==> src/rtl/psfc_pkg.sv <==
// Shared types and defaults for the prime sieve filter chain.
// Used by psfc_cell, prime_sieve_filter_chain, prime_stream_checker and the testbench; depends on nothing.
package psfc_pkg;

  // Width of the value and prime fields on the ports
  localparam int FIELD_W = 16;

  // Default chain length and candidate width
  localparam int STAGES_DEF      = 16;
  localparam int VALUE_WIDTH_DEF = 16;

  // One candidate bit moving down the chain, MSB first
  typedef struct packed {
    logic valid;
    logic dbit;
    logic last;   // final bit of the candidate
    logic hit;    // some cell upstream divides the candidate
  } token_t;

  // Per-cell control from the top level
  typedef struct packed {
    logic               active;  // cell holds a stored prime
    logic               load;    // write prime into this cell
    logic [FIELD_W-1:0] prime;
  } cell_ctl_t;

endpackage

==> src/rtl/prime_sieve_filter_chain.sv <==
// Prime sieve filter chain: top level, sequencer and prime count (uses psfc_pkg, psfc_cell).
// Each candidate is min(VALUE_WIDTH, 16) bits wide and is shifted MSB first through the cells;
// values below two are accepted with no result. A new candidate is taken only once the last one
// has left the chain and any result has been emitted, which waits while a stalled earlier result
// holds the output.
// Reset (synchronous, rst high) empties the prime table; stored primes hold no reset.
module prime_sieve_filter_chain #(
  parameter int STAGES      = psfc_pkg::STAGES_DEF,
  parameter int VALUE_WIDTH = psfc_pkg::VALUE_WIDTH_DEF
) (
  input  logic                         clk,
  input  logic                         rst,
  input  logic                         in_valid,
  output logic                         in_stall,
  input  logic [psfc_pkg::FIELD_W-1:0] value,
  input  logic                         restart,
  output logic                         out_valid,
  input  logic                         out_stall,
  output logic [psfc_pkg::FIELD_W-1:0] prime,
  output logic                         unverified
);
  import psfc_pkg::*;

  localparam int VW  = (VALUE_WIDTH < FIELD_W) ? VALUE_WIDTH : FIELD_W;
  localparam int CW  = $clog2(STAGES + 1);
  localparam int BCW = $clog2(VW);
  localparam logic [CW-1:0]  FULL_CNT = CW'(STAGES);
  localparam logic [BCW-1:0] LAST_BIT = BCW'(VW - 1);

  typedef enum logic [1:0] {IDLE, RUN, DONE} state_t;

  state_t          state;
  logic [CW-1:0]   count;
  logic [VW-1:0]   cand;
  logic [VW-1:0]   shreg;
  logic [BCW-1:0]  bitcnt;
  logic            injecting;
  logic            survivor;
  logic            emit;
  logic            load_en;
  logic [VW-1:0]   v_in;
  logic            in_fire;
  logic            out_free;
  logic            full;

  token_t    tok [STAGES+1];
  cell_ctl_t ctl [STAGES];

  assign v_in     = value[VW-1:0];
  assign in_fire  = in_valid && !in_stall;
  assign out_free = !out_valid || !out_stall;
  assign full     = (count >= FULL_CNT);
  assign in_stall = (state != IDLE);
  assign emit     = (state == DONE) && survivor && out_free;
  assign load_en  = emit && !full;

  // Feed the candidate into the chain MSB first
  always_comb begin
    tok[0].valid = (state == RUN) && injecting;
    tok[0].dbit  = shreg[VW-1];
    tok[0].last  = (bitcnt == LAST_BIT);
    tok[0].hit   = 1'b0;
  end

  // Row of cells, one stored prime each
  for (genvar i = 0; i < STAGES; i++) begin : g_cell
    localparam logic [CW-1:0] IDX = CW'(i);
    always_comb begin
      ctl[i].active = (count > IDX);
      ctl[i].load   = load_en && (count == IDX);
      ctl[i].prime  = FIELD_W'(cand);
    end
    psfc_cell #(.VW(VW)) u_cell (
      .clk     (clk),
      .rst     (rst),
      .tok_in  (tok[i]),
      .ctl     (ctl[i]),
      .tok_out (tok[i+1])
    );
  end

  // Sequencer, prime count and output register
  always_ff @(posedge clk) begin
    if (rst) begin
      state     <= IDLE;
      count     <= '0;
      injecting <= 1'b0;
      out_valid <= 1'b0;
    end else begin
      // Raise valid on an emitted beat, drop it once taken
      if (emit) begin
        out_valid <= 1'b1;
      end else if (out_valid && !out_stall) begin
        out_valid <= 1'b0;
      end
      case (state)
        IDLE: begin
          if (in_fire) begin
            if (restart) begin
              count <= '0;
            end
            if (v_in >= VW'(2)) begin
              cand      <= v_in;
              shreg     <= v_in;
              bitcnt    <= '0;
              injecting <= 1'b1;
              state     <= RUN;
            end
          end
        end
        RUN: begin
          if (injecting) begin
            shreg  <= {shreg[VW-2:0], 1'b0};
            bitcnt <= bitcnt + BCW'(1);
            if (bitcnt == LAST_BIT) begin
              injecting <= 1'b0;
            end
          end
          if (tok[STAGES].valid && tok[STAGES].last) begin
            survivor <= !tok[STAGES].hit;
            state    <= DONE;
          end
        end
        DONE: begin
          if (!survivor) begin
            state <= IDLE;
          end else if (out_free) begin
            prime      <= FIELD_W'(cand);
            unverified <= full;
            if (!full) begin
              count <= count + CW'(1);
            end
            state <= IDLE;
          end
        end
        default: state <= IDLE;
      endcase
    end
  end

  // Checks on the sequencer and table
  a_count_bound: assert property (@(posedge clk) disable iff (rst)
    count <= FULL_CNT)
    else $error("prime count beyond chain length");

  a_tail_in_run: assert property (@(posedge clk) disable iff (rst)
    tok[STAGES].valid |-> state == RUN)
    else $error("chain beat outside a run");

  a_load_room: assert property (@(posedge clk) disable iff (rst)
    load_en |=> count != '0 && $past(count) < FULL_CNT)
    else $error("append to a full table");

  a_start_run: assert property (@(posedge clk) disable iff (rst)
    in_fire && v_in >= VW'(2) |=> state == RUN && injecting)
    else $error("candidate did not start a run");

endmodule

==> src/rtl/psfc_cell.sv <==
// One cell of the sieve chain: holds a prime and a bit-serial remainder.
// Depends on psfc_pkg (token_t, cell_ctl_t).
module psfc_cell #(
  parameter int VW = psfc_pkg::VALUE_WIDTH_DEF
) (
  input  logic               clk,
  input  logic               rst,
  input  psfc_pkg::token_t   tok_in,
  input  psfc_pkg::cell_ctl_t ctl,
  output psfc_pkg::token_t   tok_out
);
  import psfc_pkg::*;

  logic [VW-1:0] p;
  logic [VW-1:0] rem;
  logic [VW:0]   shifted;
  logic [VW:0]   diff;
  logic          ge;
  logic [VW-1:0] rem_next;
  logic          divides;

  // One restoring-division step on the incoming bit
  always_comb begin
    shifted  = {rem, tok_in.dbit};
    diff     = shifted - {1'b0, p};
    ge       = (shifted >= {1'b0, p});
    rem_next = ge ? diff[VW-1:0] : shifted[VW-1:0];
    divides  = tok_in.last && ctl.active && (rem_next == '0);
  end

  // Store the prime when the top level appends it
  always_ff @(posedge clk) begin
    if (ctl.load) begin
      p <= ctl.prime[VW-1:0];
    end
  end

  // Advance the remainder and hand the beat to the next cell
  always_ff @(posedge clk) begin
    tok_out.dbit <= tok_in.dbit;
    tok_out.last <= tok_in.last;
    tok_out.hit  <= tok_in.hit | divides;
    if (rst) begin
      rem           <= '0;
      tok_out.valid <= 1'b0;
    end else begin
      tok_out.valid <= tok_in.valid;
      if (tok_in.valid) begin
        rem <= tok_in.last ? '0 : rem_next;
      end
    end
  end

endmodule

==> config.mk <==
export PLATFORM = sky130hd
export DESIGN_NAME = prime_sieve_filter_chain
export DESIGN_NICKNAME = d
export VERILOG_FILES = /design/src/rtl/psfc_pkg.sv /design/src/rtl/prime_sieve_filter_chain.sv /design/src/rtl/psfc_cell.sv
export SDC_FILE = /design/constraint.sdc
export NUM_CORES = 2
export LEC_CHECK = 0
export BUFFER_PORTS_ARGS = -buffer_cell sky130_fd_sc_hd__buf_2
export CORE_ASPECT_RATIO = 0.5
export CORE_MARGIN = 5
export CORE_UTILIZATION = 35
export DETAILED_ROUTE_END_ITERATION = 6
export MAX_ROUTING_LAYER = met4
export PLACE_DENSITY_LB_ADDON = 0.3
export SYNTH_ARGS = -nofsm -noshare
export SYNTH_HDL_FRONTEND = slang
export SYNTH_SLANG_ARGS = --single-unit
==> constraint.sdc <==
create_clock -name clk -period 8.05 [get_ports clk]
set_input_delay 1.2075 -clock clk [delete_from_list [all_inputs] [get_ports clk]]
set_output_delay 1.2075 -clock clk [all_outputs]
set_load 0.01 [all_outputs]
# Word-level counts from Yosys, hierarchy flattened
# Cells that the tools add are included.
# op_classes
eq_ne	27
n_reduce_logical	90
muxes	59
n_mul	0
shift	0
div_mod_pow	0
bitwise	16
order_cmp	34
addsub	18
# op_table
cell	n
$mux 16	35
$ge 17x16->1	16
$logic_not 16->1	16
$sub 16x16->16	16
$logic_and 1x1->1	55
$eq 5x4->1 const B	8
$gt 5x4->1 const B	8
$pmux 16 s2	1
$mux 5	5
$eq 5x3->1 const B	4
$gt 5x3->1 const B	4
$ge 16x2->1 const B	1
$or 1x1->1	15
$ne 2x2->1 const B	7
$mux 4	3
$reduce_and 4->1	3
$eq 5x2->1 const B	2
$gt 5x1->1 const B	2
$gt 5x2->1 const B	2
$mux 2	5
$pmux 5 s2	1
$pmux 4 s2	1
$reduce_bool 2->1	4
$mux 1	6
19 further kinds	24
# totals
wordCells	349
memories	0
romBits	0
latchBits	0
register_bits	638
in_bits	21
ramBits	0
output_inout_bits	19

# Depth between registers and ports, before layout
# logic_depth
depth_word	5
depth_mapped	14
ltp_nobuf	13

# Hierarchy
# Synthesis repeated with hierarchy kept, for this count alone.
# unflattened
hier_cells	4306
area_unflattened_um2	40131.0
# by_module_without_submodules
module	area_per_inst_um2	n_inst	cells_per_inst	seq_area_each_um2
psfc_cell (g_cell[11].u_cell ...)	2318.5	11	252	880.8
psfc_cell (g_cell[0].u_cell ...)	2363.5	5	258	880.8
prime_sieve_filter_chain	2810.2	1	244	1801.7

# Least setup slack after synthesis
# Ideal clock, no wire load.
# synth_timing
path_kind	input to register
startpoint	in value[6] in the netlist's numbering
endpoint	reg bitcnt[0] (enable)
setup_time_ns	0.422
path_buffers	0
required_time_ns	7.628
slack_ns	4.665
t_arrival_ns	2.963
stages	6
path_cell_list	nor4_1 -> nand4_1 -> nand2_1 -> nor2_1 -> a21oi_1 -> nor3_1
# synth_via
elab_chain_cells	3
# synth_lines
element	line	text
start: declaration	prime_sieve_filter_chain.sv:15	input logic [psfc_pkg::FIELD_W-1:0] value,
$ge 16x2->1	prime_sieve_filter_chain.sv:102	if (v_in >= VW'(2)) begin
$ne 2x2->1 (no line)	n/a	
$reduce_and 5->1 (no line)	n/a	
end signal: assignment	prime_sieve_filter_chain.sv:114	bitcnt <= bitcnt + BCW'(1);
end: declaration	prime_sieve_filter_chain.sv:36	logic [BCW-1:0] bitcnt;
# No other way between the ends.
# A chain may end at the register's enable or synchronous reset.

# Worst setup path in the final report
# layout_timing
startpoint	reg g_cell[5].u_cell.rem[4]
endpoint	reg g_cell[5].u_cell.tok_out[0] in the netlist's numbering
# layout_via
elab_chain_cells	5
elab_cells_between_ends	6
cone_classes	add/sub (1); order compare (1); mux (1); bitwise (1); reduce/logical (2)
# layout_lines
element	line	text
start: declaration	psfc_cell.sv:15	logic [VW-1:0] rem;
start signal: assignment	psfc_cell.sv:49	rem <= tok_in.last ? '0 : rem_next;
$sub 16x16->16 / $ge 17x16->1 (equally long branches)	psfc_cell.sv:25, psfc_cell.sv:26	
$mux 16 (*)	psfc_cell.sv:27	rem_next = ge ? diff[VW-1:0] : shifted[VW-1:0];
$logic_not 16->1 (*)	psfc_cell.sv:28	divides = tok_in.last && ctl.active && (rem_next == '0);
$logic_and 1x1->1 (*)	psfc_cell.sv:28	
$or 1x1->1 (*)	psfc_cell.sv:42	tok_out.hit <= tok_in.hit | divides;
end: declaration	psfc_cell.sv:10	output psfc_pkg::token_t tok_out
# Mark *: on every way between the ends. The rest lies on a longest branch, timed or not.

==> flow_metrics.env <==
export IMPL_ant_nets=0
export IMPL_cp_max_fo=21
export IMPL_grt_setup_unrepaired="no"
export IMPL_clockBufferDepth=3
export IMPL_insertion_delay_ps=650
export IMPL_pwr_share_comb_pct=2.4
export IMPL_vias_per_cell=5.46
export IMPL_drive_gt1_share_pct=8.80
export IMPL_p_per_area_nw_per_um2=160
export IMPL_grt_start_max_net_pins=100
export IMPL_peakVddDrop_mv=0.130
export IMPL_place_ws_ps=4420
export IMPL_core_area_um2=110000
export IMPL_synthArstFlopShare_pct=0
export IMPL_clock_sinks=638
export IMPL_yosysWarnings=0
export IMPL_routabilityCongestion=0.918
export IMPL_swShare_pct=22.6
export IMPL_cts_setup_buffers=0
export IMPL_die_w_um=479
export IMPL_yosys_register_bits=638
export IMPL_syn_instance_count=4155
export IMPL_drc=0
export IMPL_fin_crit_sh_pct=46.1
export IMPL_drt_iter0_markers=2637
export IMPL_end_kind="flip-flop"
export IMPL_clkTransAtPathRegs_ps=60
export IMPL_rows=86
export IMPL_start_util_pct=35.1
export IMPL_crit_path_start_kind="flip-flop"
export IMPL_power_switching_w=0.00154
export IMPL_final_nets=4479
export IMPL_slew_viol_final=0
export IMPL_area_growth_pct=11.0
export IMPL_h_tree_depth=3
export IMPL_worstSetupPathType="flip-flop to flip-flop"
export IMPL_fin_crit_ps=3710
export IMPL_dieArea_um2=117000
export IMPL_cts_made_buffers=69
export IMPL_critical_path_required_ps=8600
export IMPL_status="finished clean"
export IMPL_seq_area_frac_synth_pct=41.3
export IMPL_drt_total_wl_mm=107
export IMPL_grt_ovfl_total=0
export IMPL_netlist_area_um2=38500
export IMPL_grtUsageTotal_pct=18.3
export IMPL_firstDrtPassIters=6
export IMPL_port_buffers=39
export IMPL_critPathArrivalTime_ps=4250
export IMPL_synth_area_leaders="edfxtp_1 (24%), dfxtp_1 (17%), ha_1 (8.5%), nor2_1 (4.1%), a21oi_1 (3.9%)"
export IMPL_fill_cells=10800
export IMPL_clockPowerShare_pct=47.2
export IMPL_max_slew_margin_rel_pct=15.4
export IMPL_power_leakage_nw=17.8
export IMPL_grt_pass1_wl_mm=168
export IMPL_finalSetupTns_ps=0
export IMPL_final_setup_worst_slack_ps=4340
export IMPL_synth_edff_count=310
export IMPL_avgSynthCellArea_um2=9.26
export IMPL_final_util_pct=38.9
export IMPL_setup_violations_final=0
export IMPL_cts_tree="done"
export IMPL_io_pins=40
export IMPL_fin_skew_ps=18.3
export IMPL_dieHeight_um=244
export IMPL_power_w=0.00683
export IMPL_grt_pass1_vias=30100
export IMPL_synth_area_leader_cell="edfxtp_1"
export IMPL_root_buffer="clkbuf_16"
export IMPL_synth_top_cell_area_share_pct=24.2
export IMPL_pwr_share_seq_pct=50.4
export IMPL_tightest_slew_ps=1270
export IMPL_max_freq_mhz=270
export IMPL_ctsHoldBuffers=0
export IMPL_diodes=0
export IMPL_num_vias=31000
export IMPL_synth_nets=4453
export IMPL_antenna_found_initial=9
export IMPL_hold_viol=0
export IMPL_maxCapViolations=0
export IMPL_wire_per_inst_um=18.8
export IMPL_hold_path_class="flip-flop to flip-flop"
export IMPL_hpwl_mm=72.9
export IMPL_p_int_w=0.00529
export IMPL_synthDistinctLibCells=86
export IMPL_ys_flop_type="dfxtp_1"
export IMPL_post_cts_resized=0
==> power by group through the flow <==
stage | Combinational (W) | Clock (W) | Sequential [W]
global route | 0.000179 | 0.00346 | 0.00344
global placement | 0.000165 | 0 | 0.00351
floorplan | 0.0000834 | 0 | 0.00350
CTS | 0.000167 | 0.00332 | 0.00344
detailed placement | 0.000166 | 0 | 0.00351
finish | 0.000165 | 0.00323 | 0.00344
==> logic make-up (layout without fill, tap and decap cells) <==
logic type | after synthesis | count (layout) | synth area share, %
buf+inv | 518 | 600 | 5.10
flops | 638 | 638 | 41.3
fa+ha+maj | 277 | 277 | 9.32
xor+xnor | 176 | 176 | 4.01
mux | 202 | 202 | 5.67
simple gates | 1337 | 1337 | 17.2
compound gates | 1007 | 1007 | 17.4
==> stage by stage <==
step	hold WS, ps	cell area (µm²)	instances
4_1_cts	375	42700	5689
2_1_floorplan	346	38500	4155
3_5_place_dp	367	40400	5562
6_report	376	42700	5689
5_1_grt	382	42700	5689
3_3_place_gp	364	40400	5562
==> worst max-delay path, stage by stage, from the launching register on <==
cell and delay (ps):
dfxtp_1 340, ha_1 420, o2111a_1 280, o31a_1 140
o21ai_0 160, a211oi_1 460, nor3_1 140, o21ai_2 890
mux2_2 430, o41ai_1 340
==> cells in the mapped netlist, types with 59 or more instances <==
library cell	count
a21o_1	85
a21oi_1	296
a22oi_1	60
clkbuf_1	113
dfxtp_1	328
edfxtp_1	310
ha_1	261
inv_1	390
mux2_2	127
mux2i_1	75
nand2_1	241
nand2b_1	69
nand3_1	79
nor2_1	422
nor2b_1	167
nor3_1	100
nor4_1	64
o21ai_0	143
xnor2_1	117
xor2_1	59
==> state kept, by name, summed over array words and instances, names as in the netlist <==
| register | flops |
|---|---|
| g_cell.u_cell.rem | 256 |
| shreg | 16 |
| injecting | 1 |
| survivor | 1 |
| out_valid | 1 |
| state | 2 |
| count | 5 |
| bitcnt | 4 |
| prime | 16 |
| cand | 16 |
| g_cell.u_cell.tok_out | 63 |
| g_cell.u_cell.p | 256 |
| unverified | 1 |
==> path summary, 6_finish.rpt <==
kind / start / endpoint / slack [ps] / depth (start not counted)
max reg2reg: g_cell[5].u_cell.rem[4] / g_cell[5].u_cell.tok_out[0] / 4340 / 9
min reg2reg: g_cell[13].u_cell.tok_out[1] / g_cell[14].u_cell.tok_out[1] / 380 / 0
max: g_cell[5].u_cell.rem[4] / g_cell[5].u_cell.tok_out[0] / 4340 / 9
min: g_cell[13].u_cell.tok_out[1] / g_cell[14].u_cell.tok_out[1] / 380 / 0
==> placed cells by master (no fill, tap or decap), types with 37 or more instances in the layout <==
master | netlist | layout
nand4_1 | 38 | 38
nand3_1 | 79 | 79
mux2i_1 | 75 | 75
clkbuf_16 | 0 | 71
dfxtp_1 | 328 | 328
a31oi_1 | 39 | 37
o211ai_1 | 48 | 48
buf_4 | 0 | 40
nand2_1 | 241 | 241
nor4_1 | 64 | 64
a22oi_1 | 60 | 60
xor2_1 | 59 | 59
nand2b_1 | 69 | 69
a21oi_1 | 296 | 296
buf_2 | 1 | 38
a21o_1 | 85 | 85
o21ai_0 | 143 | 142
edfxtp_1 | 310 | 310
o21a_1 | 52 | 52
nor2b_1 | 167 | 167
xnor2_1 | 117 | 117
inv_1 | 390 | 390
nor2_1 | 422 | 420
mux2_2 | 127 | 127
ha_1 | 261 | 261
nor3_1 | 100 | 94
==> layout make-up <==
cell class / instances / area (µm²) / share of cell area [%]
clock buffer: 97 / 1930 / 4.53
clock inverter: 30 / 340 / 0.797
inverter: 394 / 1480 / 3.46
multi-input combinational: 2999 / 20700 / 48.6
sequential: 638 / 15900 / 37.2
tap: 1452 / 1820 / 4.26
timing repair buffer: 79 / 505 / 1.18
==> routing by layer <==
layer / wire, µm / up-vias / GRT usage (%)
met3: 5830 / 161 / 2.40
met2: 47900 / 810 / 28.8
met5: 0 / - / -
met1: 50600 / 15000 / 24.9
met4: 2640 / 0 / 5.13
li1: - / 15100 / -
No activity file was read; power rests on OpenSTA's default activity.
